<file path="src/sv/pcfb_pkg.sv">
// ----------------------------------------------------------------------------
// pcfb_pkg
// Shared types, constants and the crc helper of the pwm command frame builder.
// ----------------------------------------------------------------------------
package pcfb_pkg;

  // channel value slots carried on the command channel
  localparam int unsigned MaxChannels         = 8;
  localparam int unsigned ChannelCountDefault = 8;
  localparam int unsigned ValueW              = 16;
  localparam int unsigned SeqW                = 16;
  localparam int unsigned TsW                 = 32;
  localparam int unsigned ByteW               = 8;
  localparam int unsigned CfgIdxW             = 3;
  localparam int unsigned CfgDataW            = 16;
  localparam int unsigned QueueDepth          = 2;

  // frame layout
  localparam int unsigned HdrBytes      = 12;
  localparam int unsigned CrcBytes      = 2;
  localparam int unsigned FrameBytesMax = HdrBytes + 2 * MaxChannels + CrcBytes;
  localparam int unsigned FrameIdxW     = $clog2(FrameBytesMax);

  // crc-16-ccitt-false
  localparam logic [15:0] CrcInit = 16'hFFFF;
  localparam logic [15:0] CrcPoly = 16'h1021;

  // command codes
  localparam logic CmdPwm       = 1'b0;
  localparam logic CmdHeartbeat = 1'b1;

  // register indexes
  localparam logic [CfgIdxW-1:0] RegStartWord    = 3'd0;
  localparam logic [CfgIdxW-1:0] RegVersion      = 3'd1;
  localparam logic [CfgIdxW-1:0] RegPwmCode      = 3'd2;
  localparam logic [CfgIdxW-1:0] RegHeartbeatCode = 3'd3;
  localparam logic [CfgIdxW-1:0] RegValueLimit   = 3'd4;

  // register reset values
  localparam logic [15:0] StartWordReset     = 16'hAA55;
  localparam logic [7:0]  VersionReset       = 8'd1;
  localparam logic [7:0]  PwmCodeReset       = 8'd1;
  localparam logic [7:0]  HeartbeatCodeReset = 8'd16;
  localparam logic [15:0] ValueLimitReset    = 16'd10000;

  typedef struct packed {
    logic [15:0] start_word;
    logic [7:0]  protocol_version;
    logic [7:0]  pwm_message_code;
    logic [7:0]  heartbeat_message_code;
    logic [15:0] value_limit;
  } cfg_t;

  // one classified command, ready for the serializer
  typedef struct packed {
    logic                                heartbeat;
    logic [SeqW-1:0]                     seq;
    logic [TsW-1:0]                      ts;
    logic [MaxChannels-1:0][ValueW-1:0]  values;
  } desc_t;

  // one byte through the crc register, msb first
  function automatic logic [15:0] crc_feed(input logic [15:0] crc, input logic [7:0] b);
    logic [15:0] c;
    c = crc ^ {b, 8'h00};
    for (int k = 0; k < 8; k++) begin
      if (c[15]) begin
        c = {c[14:0], 1'b0} ^ CrcPoly;
      end else begin
        c = {c[14:0], 1'b0};
      end
    end
    return c;
  endfunction

endpackage

</file>
<file path="src/sv/pcfb_cmd_if.sv">
// ----------------------------------------------------------------------------
// pcfb_cmd_if
// Command channel: pwm update or heartbeat with its timestamp.
// ----------------------------------------------------------------------------
interface pcfb_cmd_if;
  logic        valid;
  logic        ready;
  logic        command;
  logic [15:0] channel_value_0;
  logic [15:0] channel_value_1;
  logic [15:0] channel_value_2;
  logic [15:0] channel_value_3;
  logic [15:0] channel_value_4;
  logic [15:0] channel_value_5;
  logic [15:0] channel_value_6;
  logic [15:0] channel_value_7;
  logic [31:0] timestamp_ms;

  modport source (
    output valid, command, channel_value_0, channel_value_1, channel_value_2,
           channel_value_3, channel_value_4, channel_value_5, channel_value_6,
           channel_value_7, timestamp_ms,
    input  ready
  );
  modport sink (
    input  valid, command, channel_value_0, channel_value_1, channel_value_2,
           channel_value_3, channel_value_4, channel_value_5, channel_value_6,
           channel_value_7, timestamp_ms,
    output ready
  );
endinterface

</file>
<file path="src/sv/pcfb_cfg_if.sv">
// ----------------------------------------------------------------------------
// pcfb_cfg_if
// Register write channel: index and data.
// ----------------------------------------------------------------------------
interface pcfb_cfg_if;
  logic        valid;
  logic        ready;
  logic [2:0]  index;
  logic [15:0] data;

  modport source (output valid, index, data, input ready);
  modport sink   (input valid, index, data, output ready);
endinterface

</file>
<file path="src/sv/pcfb_byte_if.sv">
// ----------------------------------------------------------------------------
// pcfb_byte_if
// Frame byte stream with end-of-frame marker.
// ----------------------------------------------------------------------------
interface pcfb_byte_if;
  logic       valid;
  logic       ready;
  logic [7:0] frame_byte;
  logic       frame_last;

  modport source (output valid, frame_byte, frame_last, input ready);
  modport sink   (input valid, frame_byte, frame_last, output ready);
endinterface

</file>
<file path="src/sv/pcfb_regs.sv">
// ----------------------------------------------------------------------------
// pcfb_regs
// Configuration registers, written through the register write channel.
// ----------------------------------------------------------------------------
module pcfb_regs import pcfb_pkg::*; (
  input  logic clk_i,
  input  logic rst_ni,
  pcfb_cfg_if.sink cfg_i,
  output cfg_t cfg_o
);

  cfg_t cfg_q, cfg_d;

  assign cfg_i.ready = 1'b1;
  assign cfg_o       = cfg_q;

  // decode the write, unknown indexes are dropped
  always_comb begin
    cfg_d = cfg_q;
    if (cfg_i.valid) begin
      case (cfg_i.index)
        RegStartWord:     cfg_d.start_word             = cfg_i.data;
        RegVersion:       cfg_d.protocol_version       = cfg_i.data[7:0];
        RegPwmCode:       cfg_d.pwm_message_code       = cfg_i.data[7:0];
        RegHeartbeatCode: cfg_d.heartbeat_message_code = cfg_i.data[7:0];
        RegValueLimit:    cfg_d.value_limit            = cfg_i.data;
        default:          cfg_d = cfg_q;
      endcase
    end
  end

  always_ff @(posedge clk_i or negedge rst_ni) begin
    if (!rst_ni) begin
      cfg_q.start_word             <= StartWordReset;
      cfg_q.protocol_version       <= VersionReset;
      cfg_q.pwm_message_code       <= PwmCodeReset;
      cfg_q.heartbeat_message_code <= HeartbeatCodeReset;
      cfg_q.value_limit            <= ValueLimitReset;
    end else begin
      cfg_q <= cfg_d;
    end
  end

endmodule

</file>
<file path="src/sv/pcfb_front.sv">
// ----------------------------------------------------------------------------
// pcfb_front
// Accepts commands, clamps channel values and stamps the sequence number.
// ----------------------------------------------------------------------------
module pcfb_front import pcfb_pkg::*; #(
  parameter int unsigned CHANNEL_COUNT = ChannelCountDefault
) (
  input  logic  clk_i,
  input  logic  rst_ni,
  pcfb_cmd_if.sink cmd_i,
  input  cfg_t  cfg_i,
  output logic  push_valid_o,
  input  logic  push_ready_i,
  output desc_t push_desc_o
);

  logic              valid_q, valid_d;
  logic [SeqW-1:0]   seq_q, seq_d;
  desc_t             desc_q, desc_d;
  logic              accept;
  logic [ValueW-1:0] raw [MaxChannels];

  assign cmd_i.ready  = !valid_q || push_ready_i;
  assign accept       = cmd_i.valid && cmd_i.ready;
  assign push_valid_o = valid_q;
  assign push_desc_o  = desc_q;

  assign raw[0] = cmd_i.channel_value_0;
  assign raw[1] = cmd_i.channel_value_1;
  assign raw[2] = cmd_i.channel_value_2;
  assign raw[3] = cmd_i.channel_value_3;
  assign raw[4] = cmd_i.channel_value_4;
  assign raw[5] = cmd_i.channel_value_5;
  assign raw[6] = cmd_i.channel_value_6;
  assign raw[7] = cmd_i.channel_value_7;

  // classify and clamp, sequence number advances before use
  always_comb begin
    seq_d   = seq_q;
    desc_d  = desc_q;
    valid_d = valid_q;
    if (push_ready_i) begin
      valid_d = 1'b0;
    end
    if (accept) begin
      seq_d            = seq_q + 1'b1;
      valid_d          = 1'b1;
      desc_d.heartbeat = (cmd_i.command == CmdHeartbeat);
      desc_d.seq       = seq_q + 1'b1;
      desc_d.ts        = cmd_i.timestamp_ms;
      for (int i = 0; i < MaxChannels; i++) begin
        if (i >= CHANNEL_COUNT) begin
          desc_d.values[i] = '0;
        end else if (raw[i] > cfg_i.value_limit) begin
          desc_d.values[i] = cfg_i.value_limit;
        end else begin
          desc_d.values[i] = raw[i];
        end
      end
    end
  end

  always_ff @(posedge clk_i or negedge rst_ni) begin
    if (!rst_ni) begin
      valid_q <= 1'b0;
      seq_q   <= '0;
    end else begin
      valid_q <= valid_d;
      seq_q   <= seq_d;
    end
  end

  always_ff @(posedge clk_i) begin
    desc_q <= desc_d;
  end

endmodule

</file>
<file path="src/sv/pcfb_queue.sv">
// ----------------------------------------------------------------------------
// pcfb_queue
// Small first-in first-out queue of classified commands.
// ----------------------------------------------------------------------------
module pcfb_queue import pcfb_pkg::*; #(
  parameter int unsigned DEPTH = QueueDepth
) (
  input  logic  clk_i,
  input  logic  rst_ni,
  input  logic  push_valid_i,
  output logic  push_ready_o,
  input  desc_t push_desc_i,
  output logic  pop_valid_o,
  input  logic  pop_ready_i,
  output desc_t pop_desc_o
);

  localparam int unsigned PtrW = (DEPTH > 1) ? $clog2(DEPTH) : 1;
  localparam int unsigned CntW = $clog2(DEPTH + 1);

  desc_t           mem_q [DEPTH];
  logic [PtrW-1:0] wr_q, wr_d, rd_q, rd_d;
  logic [CntW-1:0] cnt_q, cnt_d;
  logic            push, pop;

  assign push_ready_o = (cnt_q != CntW'(DEPTH));
  assign pop_valid_o  = (cnt_q != '0);
  assign pop_desc_o   = mem_q[rd_q];
  assign push         = push_valid_i && push_ready_o;
  assign pop          = pop_valid_o && pop_ready_i;

  // pointer and fill bookkeeping
  always_comb begin
    wr_d  = wr_q;
    rd_d  = rd_q;
    cnt_d = cnt_q;
    if (push) begin
      wr_d = (wr_q == PtrW'(DEPTH - 1)) ? '0 : wr_q + 1'b1;
    end
    if (pop) begin
      rd_d = (rd_q == PtrW'(DEPTH - 1)) ? '0 : rd_q + 1'b1;
    end
    if (push && !pop) begin
      cnt_d = cnt_q + 1'b1;
    end else if (pop && !push) begin
      cnt_d = cnt_q - 1'b1;
    end
  end

  always_ff @(posedge clk_i or negedge rst_ni) begin
    if (!rst_ni) begin
      wr_q  <= '0;
      rd_q  <= '0;
      cnt_q <= '0;
    end else begin
      wr_q  <= wr_d;
      rd_q  <= rd_d;
      cnt_q <= cnt_d;
    end
  end

  always_ff @(posedge clk_i) begin
    if (push) begin
      mem_q[wr_q] <= push_desc_i;
    end
  end

endmodule

</file>
<file path="src/sv/pcfb_back.sv">
// ----------------------------------------------------------------------------
// pcfb_back
// Serializer: walks one frame a byte per unstalled cycle, appends the crc.
// ----------------------------------------------------------------------------
module pcfb_back import pcfb_pkg::*; #(
  parameter int unsigned CHANNEL_COUNT = ChannelCountDefault
) (
  input  logic  clk_i,
  input  logic  rst_ni,
  input  cfg_t  cfg_i,
  input  logic  pop_valid_i,
  output logic  pop_ready_o,
  input  desc_t pop_desc_i,
  pcfb_byte_if.source frame_o
);

  localparam int unsigned ChIdxW = $clog2(MaxChannels);
  localparam logic [FrameIdxW-1:0] HbLen  = FrameIdxW'(HdrBytes + CrcBytes);
  localparam logic [FrameIdxW-1:0] PwmLen = FrameIdxW'(HdrBytes + 2 * CHANNEL_COUNT + CrcBytes);
  localparam logic [15:0]          PwmPayloadLen = 16'(2 * CHANNEL_COUNT);

  logic                 busy_q, busy_d;
  desc_t                desc_q, desc_d;
  logic [FrameIdxW-1:0] idx_q, idx_d;
  logic [15:0]          crc_q, crc_d;
  logic                 ovalid_q, ovalid_d;
  logic [ByteW-1:0]     obyte_q, obyte_d;
  logic                 olast_q, olast_d;

  logic                 step, at_end;
  logic [FrameIdxW-1:0] len, slot;
  logic [ChIdxW-1:0]    ch;
  logic [15:0]          plen, val;
  logic [ByteW-1:0]     cur_byte;
  logic                 covered;

  assign frame_o.valid      = ovalid_q;
  assign frame_o.frame_byte = obyte_q;
  assign frame_o.frame_last = olast_q;

  assign len    = desc_q.heartbeat ? HbLen : PwmLen;
  assign plen   = desc_q.heartbeat ? 16'd0 : PwmPayloadLen;
  assign step   = busy_q && (!ovalid_q || frame_o.ready);
  assign at_end = (idx_q == len - 1'b1);
  assign pop_ready_o = !busy_q || (step && at_end);

  assign slot = idx_q - FrameIdxW'(HdrBytes);
  assign ch   = slot[1 +: ChIdxW];
  assign val  = desc_q.values[ch];

  // byte at the current frame position
  always_comb begin
    cur_byte = '0;
    covered  = 1'b1;
    if (idx_q >= len - FrameIdxW'(CrcBytes)) begin
      covered  = 1'b0;
      cur_byte = at_end ? crc_q[7:0] : crc_q[15:8];
    end else if (idx_q >= FrameIdxW'(HdrBytes)) begin
      cur_byte = slot[0] ? val[7:0] : val[15:8];
    end else begin
      case (idx_q)
        FrameIdxW'(0): begin
          cur_byte = cfg_i.start_word[15:8];
          covered  = 1'b0;
        end
        FrameIdxW'(1): begin
          cur_byte = cfg_i.start_word[7:0];
          covered  = 1'b0;
        end
        FrameIdxW'(2):  cur_byte = cfg_i.protocol_version;
        FrameIdxW'(3):  cur_byte = desc_q.heartbeat ? cfg_i.heartbeat_message_code
                                                    : cfg_i.pwm_message_code;
        FrameIdxW'(4):  cur_byte = desc_q.seq[15:8];
        FrameIdxW'(5):  cur_byte = desc_q.seq[7:0];
        FrameIdxW'(6):  cur_byte = desc_q.ts[31:24];
        FrameIdxW'(7):  cur_byte = desc_q.ts[23:16];
        FrameIdxW'(8):  cur_byte = desc_q.ts[15:8];
        FrameIdxW'(9):  cur_byte = desc_q.ts[7:0];
        FrameIdxW'(10): cur_byte = plen[15:8];
        FrameIdxW'(11): cur_byte = plen[7:0];
        default:        cur_byte = '0;
      endcase
    end
  end

  // frame walk, crc update and output register
  always_comb begin
    busy_d   = busy_q;
    desc_d   = desc_q;
    idx_d    = idx_q;
    crc_d    = crc_q;
    ovalid_d = ovalid_q;
    obyte_d  = obyte_q;
    olast_d  = olast_q;
    if (frame_o.ready) begin
      ovalid_d = 1'b0;
    end
    if (step) begin
      ovalid_d = 1'b1;
      obyte_d  = cur_byte;
      olast_d  = at_end;
      idx_d    = idx_q + 1'b1;
      if (covered) begin
        crc_d = crc_feed(crc_q, cur_byte);
      end
      if (at_end) begin
        busy_d = 1'b0;
      end
    end
    if (pop_ready_o && pop_valid_i) begin
      busy_d = 1'b1;
      desc_d = pop_desc_i;
      idx_d  = '0;
      crc_d  = CrcInit;
    end
  end

  always_ff @(posedge clk_i or negedge rst_ni) begin
    if (!rst_ni) begin
      busy_q   <= 1'b0;
      ovalid_q <= 1'b0;
      idx_q    <= '0;
    end else begin
      busy_q   <= busy_d;
      ovalid_q <= ovalid_d;
      idx_q    <= idx_d;
    end
  end

  always_ff @(posedge clk_i) begin
    desc_q  <= desc_d;
    crc_q   <= crc_d;
    obyte_q <= obyte_d;
    olast_q <= olast_d;
  end

endmodule

</file>
<file path="src/sv/pwm_command_frame_builder_core.sv">
// ----------------------------------------------------------------------------
// pwm_command_frame_builder_core
// Turns pwm update and heartbeat commands into crc-protected byte frames.
// ----------------------------------------------------------------------------
// Usage:
//   cmd_i   - one item per command: pwm update (eight channel values) or
//             heartbeat, each with a millisecond timestamp.
//   cfg_i   - register writes (start word, version, message codes, value
//             limit); always ready, write only while no frame is in flight.
//   frame_o - frame bytes in wire order, frame_last marks the crc low byte.
// The first byte of a frame passes the front register, the command queue,
// the serializer descriptor register and the output byte register to frame_o.
// Throughput: one byte per cycle from the single serializer lane, while the
// receiver is ready; a pwm frame has 14 + 2*CHANNEL_COUNT bytes, heartbeat 14.
// A front register and a two-entry command queue keep cmd_i taking items
// while a frame is being sent; frames follow each other with no gap.
// Reset clears the sequence number, loads register defaults and empties the
// queue. When the receiver stalls, the output byte holds and the serializer
// waits; once the queue and the front register are full, cmd_i drops ready.
module pwm_command_frame_builder_core import pcfb_pkg::*; #(
  parameter int unsigned CHANNEL_COUNT = ChannelCountDefault
) (
  input  logic clk_i,
  input  logic rst_ni,
  pcfb_cmd_if.sink    cmd_i,
  pcfb_cfg_if.sink    cfg_i,
  pcfb_byte_if.source frame_o
);

  cfg_t  cfg;
  logic  push_valid, push_ready, pop_valid, pop_ready;
  desc_t push_desc, pop_desc;

  // configuration registers
  pcfb_regs u_regs (
    .clk_i  (clk_i),
    .rst_ni (rst_ni),
    .cfg_i  (cfg_i),
    .cfg_o  (cfg)
  );

  // command intake
  pcfb_front #(
    .CHANNEL_COUNT (CHANNEL_COUNT)
  ) u_front (
    .clk_i        (clk_i),
    .rst_ni       (rst_ni),
    .cmd_i        (cmd_i),
    .cfg_i        (cfg),
    .push_valid_o (push_valid),
    .push_ready_i (push_ready),
    .push_desc_o  (push_desc)
  );

  // decoupling queue
  pcfb_queue #(
    .DEPTH (QueueDepth)
  ) u_queue (
    .clk_i        (clk_i),
    .rst_ni       (rst_ni),
    .push_valid_i (push_valid),
    .push_ready_o (push_ready),
    .push_desc_i  (push_desc),
    .pop_valid_o  (pop_valid),
    .pop_ready_i  (pop_ready),
    .pop_desc_o   (pop_desc)
  );

  // frame serializer
  pcfb_back #(
    .CHANNEL_COUNT (CHANNEL_COUNT)
  ) u_back (
    .clk_i       (clk_i),
    .rst_ni      (rst_ni),
    .cfg_i       (cfg),
    .pop_valid_i (pop_valid),
    .pop_ready_o (pop_ready),
    .pop_desc_i  (pop_desc),
    .frame_o     (frame_o)
  );

endmodule
</file>
<file path="src/flat_wrapper.sv">
// flat-port wrapper written by rule: the top's interface ports become plain ports
module pwm_command_frame_builder_core_flat import pcfb_pkg::*;
#(
  parameter int unsigned CHANNEL_COUNT = ChannelCountDefault
)
  (clk_i, rst_ni, cmd_i_valid, cmd_i_command, cmd_i_channel_value_0, cmd_i_channel_value_1, cmd_i_channel_value_2, cmd_i_channel_value_3, cmd_i_channel_value_4, cmd_i_channel_value_5, cmd_i_channel_value_6, cmd_i_channel_value_7, cmd_i_timestamp_ms, cmd_i_ready, cfg_i_valid, cfg_i_index, cfg_i_data, cfg_i_ready, frame_o_valid, frame_o_frame_byte, frame_o_frame_last, frame_o_ready);
  pcfb_cmd_if cmd_i_i ();
  pcfb_cfg_if cfg_i_i ();
  pcfb_byte_if frame_o_i ();
  input  logic clk_i;
  input  logic rst_ni;
  input wire logic [$bits(cmd_i_i.valid)-1:0] cmd_i_valid;
  input wire logic [$bits(cmd_i_i.command)-1:0] cmd_i_command;
  input wire logic [$bits(cmd_i_i.channel_value_0)-1:0] cmd_i_channel_value_0;
  input wire logic [$bits(cmd_i_i.channel_value_1)-1:0] cmd_i_channel_value_1;
  input wire logic [$bits(cmd_i_i.channel_value_2)-1:0] cmd_i_channel_value_2;
  input wire logic [$bits(cmd_i_i.channel_value_3)-1:0] cmd_i_channel_value_3;
  input wire logic [$bits(cmd_i_i.channel_value_4)-1:0] cmd_i_channel_value_4;
  input wire logic [$bits(cmd_i_i.channel_value_5)-1:0] cmd_i_channel_value_5;
  input wire logic [$bits(cmd_i_i.channel_value_6)-1:0] cmd_i_channel_value_6;
  input wire logic [$bits(cmd_i_i.channel_value_7)-1:0] cmd_i_channel_value_7;
  input wire logic [$bits(cmd_i_i.timestamp_ms)-1:0] cmd_i_timestamp_ms;
  output wire logic [$bits(cmd_i_i.ready)-1:0] cmd_i_ready;
  input wire logic [$bits(cfg_i_i.valid)-1:0] cfg_i_valid;
  input wire logic [$bits(cfg_i_i.index)-1:0] cfg_i_index;
  input wire logic [$bits(cfg_i_i.data)-1:0] cfg_i_data;
  output wire logic [$bits(cfg_i_i.ready)-1:0] cfg_i_ready;
  output wire logic [$bits(frame_o_i.valid)-1:0] frame_o_valid;
  output wire logic [$bits(frame_o_i.frame_byte)-1:0] frame_o_frame_byte;
  output wire logic [$bits(frame_o_i.frame_last)-1:0] frame_o_frame_last;
  input wire logic [$bits(frame_o_i.ready)-1:0] frame_o_ready;
  assign cmd_i_i.valid = cmd_i_valid;
  assign cmd_i_i.command = cmd_i_command;
  assign cmd_i_i.channel_value_0 = cmd_i_channel_value_0;
  assign cmd_i_i.channel_value_1 = cmd_i_channel_value_1;
  assign cmd_i_i.channel_value_2 = cmd_i_channel_value_2;
  assign cmd_i_i.channel_value_3 = cmd_i_channel_value_3;
  assign cmd_i_i.channel_value_4 = cmd_i_channel_value_4;
  assign cmd_i_i.channel_value_5 = cmd_i_channel_value_5;
  assign cmd_i_i.channel_value_6 = cmd_i_channel_value_6;
  assign cmd_i_i.channel_value_7 = cmd_i_channel_value_7;
  assign cmd_i_i.timestamp_ms = cmd_i_timestamp_ms;
  assign cmd_i_ready = cmd_i_i.ready;
  assign cfg_i_i.valid = cfg_i_valid;
  assign cfg_i_i.index = cfg_i_index;
  assign cfg_i_i.data = cfg_i_data;
  assign cfg_i_ready = cfg_i_i.ready;
  assign frame_o_valid = frame_o_i.valid;
  assign frame_o_frame_byte = frame_o_i.frame_byte;
  assign frame_o_frame_last = frame_o_i.frame_last;
  assign frame_o_i.ready = frame_o_ready;
  pwm_command_frame_builder_core #(.CHANNEL_COUNT(CHANNEL_COUNT)) u_core (.clk_i(clk_i), .rst_ni(rst_ni), .cmd_i(cmd_i_i), .cfg_i(cfg_i_i), .frame_o(frame_o_i));
endmodule
</file>
<file path="config.mk">
export PLATFORM = sky130hd
export DESIGN_NAME = pwm_command_frame_builder_core_flat
export DESIGN_NICKNAME = d
export VERILOG_FILES = /design/src/sv/pcfb_pkg.sv /design/src/sv/pcfb_cmd_if.sv /design/src/sv/pcfb_cfg_if.sv /design/src/sv/pcfb_byte_if.sv /design/src/sv/pcfb_regs.sv /design/src/sv/pcfb_front.sv /design/src/sv/pcfb_queue.sv /design/src/sv/pcfb_back.sv /design/src/sv/pwm_command_frame_builder_core.sv /design/src/flat_wrapper.sv
export SDC_FILE = /design/constraint.sdc
export NUM_CORES = 1
export LEC_CHECK = 0
export BUFFER_PORTS_ARGS = -buffer_cell sky130_fd_sc_hd__clkbuf_2
export CAP_MARGIN = 20
export CORE_MARGIN = 2
export CORE_UTILIZATION = 50
export DETAILED_ROUTE_END_ITERATION = 7
export PLACE_DENSITY = 0.78
export SLEW_MARGIN = 15
export SYNTH_ARGS = -nofsm -noshare
export SYNTH_HDL_FRONTEND = slang
export SYNTH_SLANG_ARGS = --single-unit
</file>
<file path="constraint.sdc">
create_clock -name clk_i -period 8.7 [get_ports clk_i]
set_clock_uncertainty 0.1 [all_clocks]
set_input_delay 1.305 -clock clk_i [delete_from_list [all_inputs] [get_ports clk_i]]
set_output_delay 1.305 -clock clk_i [all_outputs]
set_load 0.05 [all_outputs]
</file>
==> out/results.ini <==
[timing]
finalSetupViolCount=0
rsz0062_at_grt=false
worstMarginPinSlew_ns=1.10
setup_tns_ns=0
max_freq_mhz=214
hold_violations=0
drv_slew=0
period_share_pct=53.8
relSlewSlack_pct=26.9
period_needed_ns=4.68

[status]
status=complete, no violations

[setup_path]
worst-r2r-cell-count=9
slowest_stage=inv_6
r2r-start=u_core.u_back.idx_q[0]
cp_max_fo=108
cp.depth=9
cp_cell_sequence=ha_1 -> nand3_2 -> clkinv_1 -> nand2_1 -> nand2_1 -> o21ai_1 -> inv_6 -> buf_4 -> buf_16
cp_common_cell=nand2_1
arrival_ns=4.88
max_stage_delay_ns=0.80
critPathLaunch=u_core.u_back.idx_q[0]
critPathKind=reg -> reg
worst_path_dominant_cell_family=buffers and inverters
cp-start-kind=flop
r2r_end=u_core.u_back.desc_q[60]
reg2reg_slack_ns=4.02
endpoint_kind=flop
cp_data_required_time_ns=8.90
critPathBufInv=4

[logic_synthesis]
netlist_top_cells_area=edfxtp_1 (62%), mux2_2 (11%), ha_1 (5.0%), dfrtp_1 (4.9%), dfstp_2 (1.2%)
yosysTopAreaCellShare_pct=62.2
yosysWarnings=0
async_reset_ff_share_pct=10.3
yosys.cell_count.top_type=edfxtp_1
synth_seq_cells=817
synth_nets=2366
yosysSeqAreaShare_pct=69.3
syn_area_um2=34600
synth_commonest_cells=edfxtp_1 (717), mux2_2 (333), ha_1 (139)
synth_cell_type_count=81
syn_area_per_cell_um2=17.0
yosys.area.top_type=edfxtp_1
synth_flop_cell=edfxtp_1
synth_cells=2042
synth_edf_count=717

[final_layout]
syn_to_final_growth_pct=13.9
nets=2602
drive_above_1_share_pct=32.0
filler_cell_count=5055

[route]
ant_nets=0
num_vias=19000
drt_iter0_markers=1873
drc_errors=0
firstDrtPassIters=5
vias_per_cell=5.80
wire_per_inst_um=24.8
wirelength_mm=81.1

[min_path]
hp-class=reg -> reg
hold_path_startpoint=u_core.u_front.push_desc_o[161]
holdPathStages=0
hold_end=u_core.u_queue.mem_q[0][161]

[power]
sw_frac_of_total_pct=31.7
p_per_area_nw_per_um2=346
p_int_mw=9.33
p_leak_nw=14.4
ir_worst_vdd_mv=0.280
p_clk_share_pct=26.1
power_frac_comb_pct=28.9
power_switching_mw=4.33
total_power_mw=13.7
p_seq_share_pct=45.0

[die]
initial_core_util_pct=50.5
die_h_um=267
die_w_um=267
coreArea_um2=68600
rows=96
die_area_um2=71400
pin_count=197

[clock_tree]
cts_tree=built
root_buffer=clkbuf_16
clock_sinks=817
cts_made_buffers=84
cts_max_level=3
clk_latency_ns=0.64
postCtsHoldBufs=0
clkTransAtPathRegs_ns=0.06
post_cts_buffers=0
clock_path_buffers=3
cts_resized=0

[global_route]
gr-usage-all-layers_pct=22.9
antenna_found_initial=0
grt-ovfl-total=0
grt_pass1_wl_mm=121
grt_pass1_vias=19400
grt_max_degree=135

[placement]
portBuffers=195
hpwl_mm=55.4
gp_congestion=0.909

[flow_run]
maxCapViolations=0

## layer usage
layer,GRT usage [%],vias to the layer above,wire (um)
li1,-,8461,-
met1,31.1,9622,33800
met2,36.8,776,38800
met3,4.42,161,5700
met4,8.44,0,2840
met5,0,-,0
## worst max-delay path by stage
stage | endpoint
after floorplan | u_core.u_back.desc_q[0]
after global placement | u_core.u_back.desc_q[88]
after detailed placement | u_core.u_back.desc_q[58]
after CTS | u_core.u_back.desc_q[94]
after global routing | u_core.u_back.desc_q[57]
final | u_core.u_back.desc_q[60]
## sequential cells by signal (all words and copies together), names as in the netlist, 2 cells and up
name / flops
u_core.u_queue.mem_q: 354
u_core.u_back.desc_q: 177
u_core.u_front.push_desc_o: 177
u_core.u_regs.cfg_o: 56
u_core.u_back.crc_q: 16
u_core.u_front.seq_q: 16
u_core.u_back.frame_o.frame_byte: 8
u_core.u_back.idx_q: 5
u_core.u_queue.cnt_q: 2
## worst register-to-register path, delay by kind of cell (launching register included)
family / cells / cell delay [ns]
AND/OR/NAND/NOR: 3 / 0.59
adder cells (fa/ha/maj): 1 / 0.77
AO/OA/AOI/OAI: 1 / 0.26
flip-flops: 1 / 0.52
buffers and inverters: 4 / 2.03
## final cells by class
cell class                      instances  area, um2  share of cell area (%)
Multi-Input combinational cell       1121      10200                    25.9
Sequential cell                       817      24000                    60.8
Clock buffer                          107       2270                    5.76
Inverter                               34        138                   0.349
Clock inverter                         47        478                    1.21
Tap cell                              931       1160                    2.95
Antenna cell                            1       2.50                 0.00635
Timing Repair Buffer                  220       1210                    3.07
## cells by family after synthesis
group | share of synthesized area, %
XOR/XNOR | 1.40
flip-flops | 69.3
multiplexers | 13.7
AND/OR/NAND/NOR | 3.87
buffers and inverters | 1.45
other | 0.0108
AO/OA/AOI/OAI | 5.31
adder cells (fa/ha/maj) | 5.02
## stage by stage
step	worst slack, ns	cell area [um2]	hold WS [ns]	util (%)	std cells
final	4.02	39400	0.337	57.5	3278
after global placement	4.06	36700	0.322	53.4	3121
after global routing	3.70	39400	0.343	57.5	3277
after CTS	3.85	39400	0.325	57.5	3276
after floorplan	1.10	34600	0.321	-	2042
after detailed placement	3.90	36700	0.330	53.4	3122
## placed cells by master (no fill, tap or decap), types with 6 or more instances in the layout
master / count
dfrtp_1: 66
a22oi_1: 32
clkinv_1: 13
nand2b_1: 19
dfxtp_1: 16
clkbuf_1: 17
clkinvlp_4: 6
buf_4: 23
a21boi_0: 6
mux2_2: 333
clkbuf_16: 86
nand2_1: 79
xnor2_1: 25
o21a_1: 25
bufinv_16: 8
o21ai_1: 13
nor2b_1: 18
nand3_1: 36
xor2_1: 23
o21ai_0: 40
dfstp_2: 16
a31oi_1: 7
mux2_1: 14
nor3_1: 9
inv_1: 29
a21o_1: 28
nand4_1: 25
mux4_1: 6
o211ai_1: 10
o22ai_1: 14
mux4_2: 16
a21oi_1: 43
clkbuf_2: 194
mux2i_1: 31
ha_1: 138
clkinv_2: 16
nor2_1: 45
edfxtp_1: 717
## power groups by stage
stage	sequential [mW]	clock [mW]	combinational [mW]
2_1_floorplan	6.17	0	2.80
3_3_place_gp	6.14	0	3.86
3_5_place_dp	6.20	0	3.92
4_1_cts	6.14	3.62	3.96
5_1_grt	6.23	3.77	4.25
6_report	6.15	3.57	3.94
Note: power is estimated with default switching activity, not from simulation.
